**src/rtl/sorted_array_table_defines.svh**
```systemverilog
// Assertion macros used by the sorted array table controller.
`ifndef SORTED_ARRAY_TABLE_DEFINES_SVH
`define SORTED_ARRAY_TABLE_DEFINES_SVH

// The condition must never be true outside reset.
`define SAT_ASSERT_NEVER(lbl, cond, msg) \
	lbl: assert property (@(posedge clk) disable iff (!arst_n) !(cond)) else $error(msg);

// The consequent must hold in the same cycle as the antecedent.
`define SAT_ASSERT_IMPLIES(lbl, ante, cons, msg) \
	lbl: assert property (@(posedge clk) disable iff (!arst_n) (ante) |-> (cons)) \
		else $error(msg);

// The consequent must hold in the cycle after the antecedent.
`define SAT_ASSERT_NEXT(lbl, ante, cons, msg) \
	lbl: assert property (@(posedge clk) disable iff (!arst_n) (ante) |=> (cons)) \
		else $error(msg);

`endif

```
**src/rtl/sat_pkg.sv**
```systemverilog
// Shared types and constants for the sorted array table.
`timescale 1ns / 1ps

package sat_pkg;

	localparam int DEPTH_DEF    = 16;
	localparam int KEY_BITS_DEF = 32;

	typedef enum logic [1:0] {
		OP_INSERT = 2'd0,
		OP_LOOKUP = 2'd1,
		OP_REMOVE = 2'd2
	} op_kind_t;

	typedef enum logic [1:0] {
		ST_OK    = 2'd0,
		ST_RANGE = 2'd1,
		ST_FULL  = 2'd2
	} op_status_t;

	typedef enum logic {
		S_IDLE = 1'b0,
		S_EXEC = 1'b1
	} ctrl_state_t;

	typedef struct packed {
		logic load;
		logic exec;
	} sat_cmd_t;

endpackage

```
**src/rtl/sat_datapath.sv**
```systemverilog
// Datapath of the sorted array table: key cells, count, capacity and result registers.
`timescale 1ns / 1ps

module sat_datapath #(
	parameter int DEPTH    = sat_pkg::DEPTH_DEF,
	parameter int KEY_BITS = sat_pkg::KEY_BITS_DEF
) (
	input  logic                         clk,
	input  logic                         arst_n,
	input  sat_pkg::sat_cmd_t            cmd,
	input  logic                         cfg_valid,
	input  logic [$clog2(DEPTH+1)-1:0]   max_entries,
	input  logic [1:0]                   kind,
	input  logic [KEY_BITS-1:0]          key_value,
	input  logic [$clog2(DEPTH)-1:0]     position,
	output logic [KEY_BITS-1:0]          read_value,
	output logic [1:0]                   status,
	output logic [$clog2(DEPTH+1)-1:0]   entry_count
);
	import sat_pkg::*;

	localparam int POS_W = $clog2(DEPTH);
	localparam int CNT_W = $clog2(DEPTH+1);

	logic [1:0]          kind_q;
	logic [KEY_BITS-1:0] key_q;
	logic [POS_W-1:0]    pos_q;
	logic [KEY_BITS-1:0] entries_q [DEPTH];
	logic [KEY_BITS-1:0] entries_d [DEPTH];
	logic [KEY_BITS-1:0] ins_val [DEPTH];
	logic [KEY_BITS-1:0] rem_val [DEPTH];
	logic [DEPTH-1:0]    ge;
	logic [DEPTH-1:0]    at;
	logic [CNT_W-1:0]    count_q;
	logic [CNT_W-1:0]    count_d;
	logic [CNT_W-1:0]    max_entries_q;
	logic [CNT_W-1:0]    cap;
	logic                full;
	logic                pos_ok;
	logic [KEY_BITS-1:0] read_value_q;
	logic [KEY_BITS-1:0] rd_d;
	op_status_t          status_q;
	op_status_t          st_d;

	// Operation word captured when the controller accepts it.
	always_ff @(posedge clk) begin
		if (cmd.load) begin
			kind_q <= kind;
			key_q  <= key_value;
			pos_q  <= position;
		end
	end

	always_ff @(posedge clk or negedge arst_n) begin
		if (!arst_n) begin
			max_entries_q <= CNT_W'(DEPTH);
		end else if (cfg_valid) begin
			max_entries_q <= max_entries;
		end
	end

	assign cap    = (max_entries_q > CNT_W'(DEPTH)) ? CNT_W'(DEPTH) : max_entries_q;
	assign full   = (count_q >= cap);
	assign pos_ok = (CNT_W'(pos_q) < count_q);

	// Each cell compares its own key and picks its next value from itself or a neighbor.
	for (genvar i = 0; i < DEPTH; i++) begin : g_cell
		assign ge[i] = (CNT_W'(i) < count_q) && !(entries_q[i] < key_q);
		assign at[i] = ge[i] || (CNT_W'(i) == count_q);

		if (i == 0) begin : g_first
			assign ins_val[i] = at[i] ? key_q : entries_q[i];
		end else begin : g_rest
			assign ins_val[i] = !at[i]  ? entries_q[i] :
			                    at[i-1] ? entries_q[i-1] : key_q;
		end

		if (i == DEPTH - 1) begin : g_last
			assign rem_val[i] = entries_q[i];
		end else begin : g_inner
			assign rem_val[i] = (CNT_W'(i) >= CNT_W'(pos_q)) ? entries_q[i+1] : entries_q[i];
		end
	end

	always_comb begin
		entries_d = entries_q;
		count_d   = count_q;
		rd_d      = '0;
		st_d      = ST_OK;
		case (op_kind_t'(kind_q))
			OP_INSERT: begin
				if (full) begin
					st_d = ST_FULL;
				end else begin
					entries_d = ins_val;
					count_d   = count_q + CNT_W'(1);
				end
			end
			OP_LOOKUP: begin
				if (pos_ok) begin
					rd_d = entries_q[pos_q];
				end
			end
			OP_REMOVE: begin
				if (!pos_ok) begin
					st_d = ST_RANGE;
				end else begin
					entries_d = rem_val;
					count_d   = count_q - CNT_W'(1);
				end
			end
			default: begin
			end
		endcase
	end

	always_ff @(posedge clk) begin
		if (cmd.exec) begin
			entries_q    <= entries_d;
			read_value_q <= rd_d;
			status_q     <= st_d;
		end
	end

	always_ff @(posedge clk or negedge arst_n) begin
		if (!arst_n) begin
			count_q <= '0;
		end else if (cmd.exec) begin
			count_q <= count_d;
		end
	end

	// The count only moves when a new result is written, so it is the result's count.
	assign read_value  = read_value_q;
	assign status      = status_q;
	assign entry_count = count_q;

endmodule

```
**src/rtl/sat_ctrl.sv**
```systemverilog
// Controller of the sorted array table: operation sequencing and result word handshake.
`timescale 1ns / 1ps
`include "sorted_array_table_defines.svh"

module sat_ctrl (
	input  logic              clk,
	input  logic              arst_n,
	input  logic              in_valid,
	output logic              in_ready,
	output logic              out_valid,
	input  logic              out_ready,
	output sat_pkg::sat_cmd_t cmd
);
	import sat_pkg::*;

	ctrl_state_t state_q;
	ctrl_state_t state_d;
	logic        out_valid_q;

	always_ff @(posedge clk or negedge arst_n) begin
		if (!arst_n) begin
			state_q <= S_IDLE;
		end else begin
			state_q <= state_d;
		end
	end

	always_comb begin
		state_d  = state_q;
		cmd      = '0;
		in_ready = 1'b0;
		case (state_q)
			S_IDLE: begin
				in_ready = 1'b1;
				if (in_valid) begin
					cmd.load = 1'b1;
					state_d  = S_EXEC;
				end
			end
			S_EXEC: begin
				// Execute only once the result register is free or being emptied.
				if (!out_valid_q || out_ready) begin
					cmd.exec = 1'b1;
					state_d  = S_IDLE;
				end
			end
			default: begin
				state_d = S_IDLE;
			end
		endcase
	end

	always_ff @(posedge clk or negedge arst_n) begin
		if (!arst_n) begin
			out_valid_q <= 1'b0;
		end else if (cmd.exec) begin
			out_valid_q <= 1'b1;
		end else if (out_ready) begin
			out_valid_q <= 1'b0;
		end
	end

	assign out_valid = out_valid_q;

	`SAT_ASSERT_NEVER(a_load_exec_excl, cmd.load && cmd.exec, "load and exec in one cycle")
	`SAT_ASSERT_NEXT(a_load_to_exec, cmd.load, (state_q == S_EXEC) && !in_ready, "no exec after load")
	`SAT_ASSERT_NEXT(a_exec_gives_word, cmd.exec, out_valid_q, "result word missing after exec")
	`SAT_ASSERT_IMPLIES(a_no_overwrite, out_valid_q && !out_ready, !cmd.exec, "pending word overwritten")

endmodule

```
**src/rtl/sorted_array_table.sv**
```systemverilog
// Sorted array table top level: an ascending key table with insert, lookup and remove.
// Each operation word passes a capture step and then an execute step, which waits until the
// output register is free, runs the parallel compare and shift across all key cells and
// registers the result word; no new word is accepted until the execute step is done.
// Reset: arst_n clears the count, the controller and the output valid and sets the capacity
// to its reset value; key cells are not reset and are only read below the count.
`timescale 1ns / 1ps

module sorted_array_table #(
	parameter int DEPTH    = sat_pkg::DEPTH_DEF,
	parameter int KEY_BITS = sat_pkg::KEY_BITS_DEF
) (
	input  logic                       clk,
	input  logic                       arst_n,
	// Configuration write channel for the capacity register.
	input  logic                       cfg_valid,
	output logic                       cfg_ready,
	input  logic [$clog2(DEPTH+1)-1:0] max_entries,
	// Operation words.
	input  logic                       in_valid,
	output logic                       in_ready,
	input  logic [1:0]                 kind,
	input  logic [KEY_BITS-1:0]        key_value,
	input  logic [$clog2(DEPTH)-1:0]   position,
	// Result words.
	output logic                       out_valid,
	input  logic                       out_ready,
	output logic [KEY_BITS-1:0]        read_value,
	output logic [1:0]                 status,
	output logic [$clog2(DEPTH+1)-1:0] entry_count
);
	import sat_pkg::*;

	sat_cmd_t cmd;

	// The capacity register takes a write in any cycle.
	assign cfg_ready = 1'b1;

	// The controller accepts a word while idle, even if the previous result word still
	// waits in the output register; the execute step then holds until that word is taken.
	sat_ctrl u_ctrl (
		.clk       (clk),
		.arst_n    (arst_n),
		.in_valid  (in_valid),
		.in_ready  (in_ready),
		.out_valid (out_valid),
		.out_ready (out_ready),
		.cmd       (cmd)
	);

	// The datapath holds every key in its own cell. An insert compares the new key against
	// all cells at once; the cell at the insertion point takes the new key, each cell past it
	// its lower neighbor; a remove makes each cell at or past the position take its upper neighbor.
	sat_datapath #(
		.DEPTH    (DEPTH),
		.KEY_BITS (KEY_BITS)
	) u_datapath (
		.clk         (clk),
		.arst_n      (arst_n),
		.cmd         (cmd),
		.cfg_valid   (cfg_valid),
		.max_entries (max_entries),
		.kind        (kind),
		.key_value   (key_value),
		.position    (position),
		.read_value  (read_value),
		.status      (status),
		.entry_count (entry_count)
	);

endmodule

```
**config.mk**
```make
export PLATFORM = sky130hd
export DESIGN_NAME = sorted_array_table
export DESIGN_NICKNAME = d
export VERILOG_FILES = /design/src/rtl/sat_pkg.sv /design/src/rtl/sat_datapath.sv /design/src/rtl/sat_ctrl.sv /design/src/rtl/sorted_array_table.sv
export VERILOG_INCLUDE_DIRS = /design/src /design/src/rtl
export SDC_FILE = /design/constraint.sdc
export NUM_CORES = 2
export LEC_CHECK = 0
export BUFFER_PORTS_ARGS = -buffer_cell sky130_fd_sc_hd__buf_2
export CORE_MARGIN = 2
export CORE_UTILIZATION = 50
export CTS_CLUSTER_SIZE = 8
export DETAILED_ROUTE_END_ITERATION = 7
export PLACE_DENSITY = 0.75
export SETUP_SLACK_MARGIN = 0.5
export SYNTH_ARGS = -nofsm -noshare
export SYNTH_HDL_FRONTEND = slang
export SYNTH_SLANG_ARGS = --single-unit
```
**constraint.sdc**
```tcl
create_clock -name clk -period 7.5 [get_ports clk]
set_input_delay 0.75 -clock clk [delete_from_list [all_inputs] [get_ports clk]]
set_output_delay 0.75 -clock clk [all_outputs]
set_load 0.05 [all_outputs]
```
# Word level (Yosys, flattened, before mapping)
# Cells that the tools add are included.
# Widths: inputs -> output; s select.
# classes
n_addsub,2
magnitude_cmp,51
n_eq_ne,49
muxes,68
n_bitwise,4
n_reduce_logical,72
# op_table
operator,n
$mux 32,48
$mux 512,2
$pmux 512 s2,1
$lt 32x32->1,16
$bmux 32 s4,1
$reduce_and 6->1,15
$ne 2x1->1 const B,31
$eq 4x5->1 const A,8
$lt 4x5->1 const A,8
$ge 4x4->1 const A,7
$eq 3x5->1 const A,4
$lt 3x5->1 const A,4
$logic_not 1->1,17
$logic_or 1x1->1,17
$ge 3x4->1 const A,4
$logic_and 1x1->1,16
$mux 5,3
$eq 2x5->1 const A,2
$lt 1x5->1 const A,2
$lt 2x5->1 const A,2
$pmux 5 s2,1
$mux 1,9
$ge 1x4->1 const A,2
$ge 2x4->1 const A,2
other kinds (21),24
# word_totals
register_bits,596
input_bits,48
wordCells,271

# Logic depth before layout (Yosys ltp)
# depth
word_depth,8
depth_mapped,12
mapped_depth_nobuf,10

# By module
# A second synthesis with hierarchy kept.
# unflattened
hier_cells,4460
hier_area_um2,45254.7
# by_module_without_submodules
mod,n_inst,cells_per_inst,area_each_um2,seq_area_each_um2
sat_datapath,1,4450,45149.6,17788.3
sat_ctrl,1,8,93.8,50.0
sorted_array_table,1,2,11.3,0.0

# Least setup slack after synthesis
# No wires, ideal clock.
# synth_timing
kind,reg-to-reg
from,"reg u_datapath.count_q[1], in the netlist u_datapath.entry_count[1]"
to,reg u_datapath.entries_q[64] (netlist bit) (enable)
setup_ns,0.475
arrival_time_ns,4.950
required_ns,7.025
path_slack_ns,2.076
stages_incl_launch_ff,11
synth_period_minus_slack_ns,5.424
cell_sequence,dfrtp_1 -> clkinv_1 -> ha_1 -> a21o_1 -> a21o_1 -> a21oi_1 -> nor2_1 -> o22a_1 -> clkbuf_1 -> buf_1 -> a221oi_1
# synth_via
elab_chain_len,5
word_cells_on_any_way,10
classes_between,order compare (3); eq/ne (4); reduce/logical (3)
# synth_rtl
item,line,source
start: declaration,sat_datapath.sv:34,logic [CNT_W-1:0] count_q;
start signal: assignment,sat_datapath.sv:129,count_q <= count_d;
$lt 4x5->1,sat_datapath.sv:68,assign ge[i] = (CNT_W'(i) < count_q) && !(entries_q[i] < key_q);
$logic_and 1x1->1,sat_datapath.sv:68,
$logic_or 1x1->1,sat_datapath.sv:69,assign at[i] = ge[i] || (CNT_W'(i) == count_q);
$ne 2x1->1 (no source line),--,
$reduce_and 6->1 (no source line) *,--,
end signal: assignment,sat_datapath.sv:119,entries_q <= entries_d;
end: declaration,sat_datapath.sv:28,logic [KEY_BITS-1:0] entries_q [DEPTH];
# Mark *: on every way between the ends. The rest lies on a longest branch, timed or not.
# A chain may end at the register's enable or synchronous reset.

# Worst setup path after layout
# layout_timing
from,reg u_datapath.key_q[1]
to,reg u_datapath.entries_q[84] (netlist bit) (enable)
# layout_via
elab_chain_len,6
# layout_rtl
item,line,source
start: declaration,sat_datapath.sv:26,logic [KEY_BITS-1:0] key_q;
start signal: assignment,sat_datapath.sv:49,key_q <= key_value;
$lt 32x32->1,sat_datapath.sv:68,
$logic_not 1->1,sat_datapath.sv:68,
$logic_and 1x1->1,sat_datapath.sv:68,
$logic_or 1x1->1,sat_datapath.sv:69,
$ne 2x1->1 (no source line),--,
$reduce_and 6->1 (no source line),--,
# No other way between the ends.

==> flow_summary.yaml <==
outcome:
  status: "finished, violations left"
  violations: "DRC, capacitance limit, slew limit"
synth:
  synth_fp_nets: 4893
  yosys-top-cells-count: "edfxtp_1, nand2_1, ha_1, nand3_1, nor2_1"
  synth_top_area_share_pct: 39.1
  synth-seq-cells: 596
  syn_avg_cell_area_um2: 10.3
  synth_edf_count: 584
  syn_area_um2: 44800
  synth_ff_type: "edfxtp_1"
  synth_top_family_by_area: "compound AO/OA/AOI/OAI gates"
  synthAdderAreaFrac_pct: 14.2
  synth_compound_area_share_pct: 18.4
  synth_most_common_cell: "edfxtp_1"
  syn-instance-count: 4336
  synthMuxAreaShare_pct: 8.85
  yosys_warnings: 0
  synth_cell_types: 71
  ys_seq_area_share_pct: 39.8
  yosys-top-cells-area: "edfxtp_1, ha_1, mux4_2"
  synth-xor-area-share_pct: 0.0976
  async_flop_share_pct: 2.01
  synth_simple_gate_area_share_pct: 15.4
  yosysTopAreaCell: "edfxtp_1"
floorplanning:
  rows: 109
  core_area_um2: 88600
  start_util_pct: 50.6
  die-area_um2: 92100
  pin_count: 90
  die_h_um: 303
  dieWidth_um: 303
routing:
  vias_per_cell: 7.66
  ant_nets: 0
  drt_first_iter_violations: 7736
  drc_errors: 10
  via_count: 41707
  drt_first_pass_iters: 8
  wl_per_cell_um: 33.9
  wirelength_um: 184000
sta:
  post-route-min-period_ps: 5810
  relSlewSlack_pct: -5.32
  rsz0062_at_grt: "no"
  drv_slew: 4
  setup_violations: 0
  fin_ws_ps: 1690
  period_share_pct: 77.5
  max_freq_mhz: 172
  worst_pin_slew_ps: 1570
  hold_viol: 0
  tns_ps: 0
  finalClockSkew_ps: 39.8
global_routing:
  antenna_found_initial: 4
  grt_pass1_wl_um: 266000
  grt_start_max_net_pins: 149
  gr-total-overflow: 0
  grt_pass1_vias: 39253
  track_usage_pct: 39.4
power:
  ir_worst_vdd_uv: 427
  power_leakage_nw: 18.2
  intPower_mw: 10.0
  p_comb_share_pct: 48.8
  pwr-share-clk_pct: 19.3
  p_total_mw: 18.5
  p_sw_mw: 8.51
  p_sw_share_pct: 45.9
  cellPowerDensity_nw_per_um2: 380
  p_seq_share_pct: 31.9
clocking:
  path_clk_slew_ps: 60
  clockBufferDepth: 3
  cts_buffers: 84
  tritoncts: "done"
  htreeDepth: 3
  cts_root_buf: "clkbuf_16"
  clk_latency_ps: 680
  cts_sinks: 596
  post-cts-setup-buffers: 0
place:
  port_buffers: 88
  hpwlAfterDp_um: 118000
  gp_congestion: 1.02
  dp_slack_ps: 2230
critical_path:
  rr_worst_depth: 11
  end_kind: "flop"
  critPathArrivalTime_ps: 6120
  crit_required_ps: 7810
  crit_type: "reg2reg"
  worst_setup_path_start_kind: "flop"
  path_max_fanout: 33
layout:
  nets: 4818
  fin_util_pct: 55.0
  area_growth_syn_to_layout_pct: 8.80
  final_layout_size_suffix_gt1_share_pct: 12.9
worst_hold_path:
  hold_path.class: "in2reg"
  holdPathStages: 1
run:
  cap_violations: 1
[cells by family after synthesis]
logic type	after synthesis
XOR/XNOR	5
AND/OR/NAND/NOR	1498
buffers and inverters	382
multiplexers	196
AO/OA/AOI/OAI	1149
adder cells (fa/ha/maj)	509
other	1
flip-flops	596
[worst paths after layout]
kind	start	to	slack (ps)
max	u_datapath.key_q[1]	u_datapath.entries_q[84]	1690
min	position[1]	u_datapath.pos_q[1]	260
max reg2reg	u_datapath.key_q[1]	u_datapath.entries_q[84]	1690
min reg2reg	u_datapath.max_entries_q[0]	u_datapath.max_entries_q[0]	500
max in group asynchronous	arst_n	u_datapath.max_entries_q[4]	6700
min in group asynchronous	arst_n	u_datapath.entry_count[3]	510
[power groups by stage]
stage / logic (mW) / clock network, mW / registers (mW)
final: 9.05 / 3.57 / 5.91
after CTS: 8.59 / 3.55 / 5.82
after detailed placement: 8.55 / 0 / 5.88
after floorplan: 5.42 / 0 / 5.78
after global placement: 8.30 / 0 / 5.87
after global routing: 9.41 / 3.66 / 5.93
[stage by stage]
| stage | hold WS, ps | instance area [um^2] | std cells |
|---|---|---|---|
| 3_5_place_dp | 493 | 46500 | 5339 |
| 2_1_floorplan | 454 | 44800 | 4336 |
| 3_3_place_gp | 489 | 46500 | 5339 |
| 4_1_cts | 250 | 48800 | 5443 |
| 5_1_grt | 266 | 48800 | 5443 |
| 6_report | 256 | 48800 | 5445 |
[layout make-up]
class                           count  area (um^2)
Antenna cell                        2         5.00
Multi-Input combinational cell   3358        25900
Inverter                           43          161
Timing Repair Buffer              178         1180
Tap cell                         1165         1460
Sequential cell                   596        17800
Fill cell                        7496        39900
Clock buffer                       99         2220
Clock inverter                      4         50.0
[worst max-delay path, stage by stage (launching register included)]
cell and delay, ps:
edfxtp_1 450, inv_1 540, ha_1 260, a21o_1 110
a31oi_1 60, o311ai_0 770, nand2_1 270, o211ai_1 240
a21o_2 920, nand2_2 180, a221oi_4 1080, buf_4 520
[flip-flops by register name, indices dropped and copies added, names as in the netlist]
signal / cells
u_datapath.pos_q: 4
u_datapath.key_q: 32
u_datapath.kind_q: 2
u_datapath.status: 2
u_datapath.max_entries_q: 5
u_datapath.entry_count: 5
u_ctrl.state_q: 1
u_datapath.entries_q: 512
u_datapath.read_value: 32
u_ctrl.out_valid: 1
[per-layer routing]
metal  share of wire [%]  wire [um]  track usage (%)  vias to the layer above
met4                 8.3      15300             26.6                        4
met5               0.017         31                0                        -
met3                  17      31300             14.9                      993
met1                  34      62500             49.8                    19632
met2                  41      75300             56.1                     4161
li1                    -          -                -                    16917
[placed cells by master (no fill, tap or decap), types with 9 or more instances in the layout]
cell,Yosys,layout
edfxtp_1,584,584
nand2_1,528,522
ha_1,509,509
nand3_1,350,349
nor2_1,281,280
o211ai_1,268,268
mux4_2,160,160
a21oi_1,161,155
o21ai_0,154,154
a21o_1,132,130
a211oi_1,92,89
buf_2,11,88
clkbuf_16,0,87
buf_4,4,84
nand4_1,69,69
o221a_2,64,64
nor3_1,59,56
nor4_1,54,51
nor2b_1,52,49
inv_1,42,41
o21a_1,42,41
and2_1,39,39
a221oi_1,41,38
a22oi_1,34,34
o22a_1,37,33
o22ai_1,32,32
o31a_1,32,32
mux2i_1,32,32
nand2b_1,29,28
and4_1,15,15
clkbuf_1,268,12
dfrtp_1,11,11
a31oi_1,9,9
[timing repair]
item | CTS | global route
hold buffers | 1 | 0
gates resized for setup | 0 | 0
endpoints found under the hold margin | 11 | 0
Note: power is estimated with default switching activity, not from simulation.
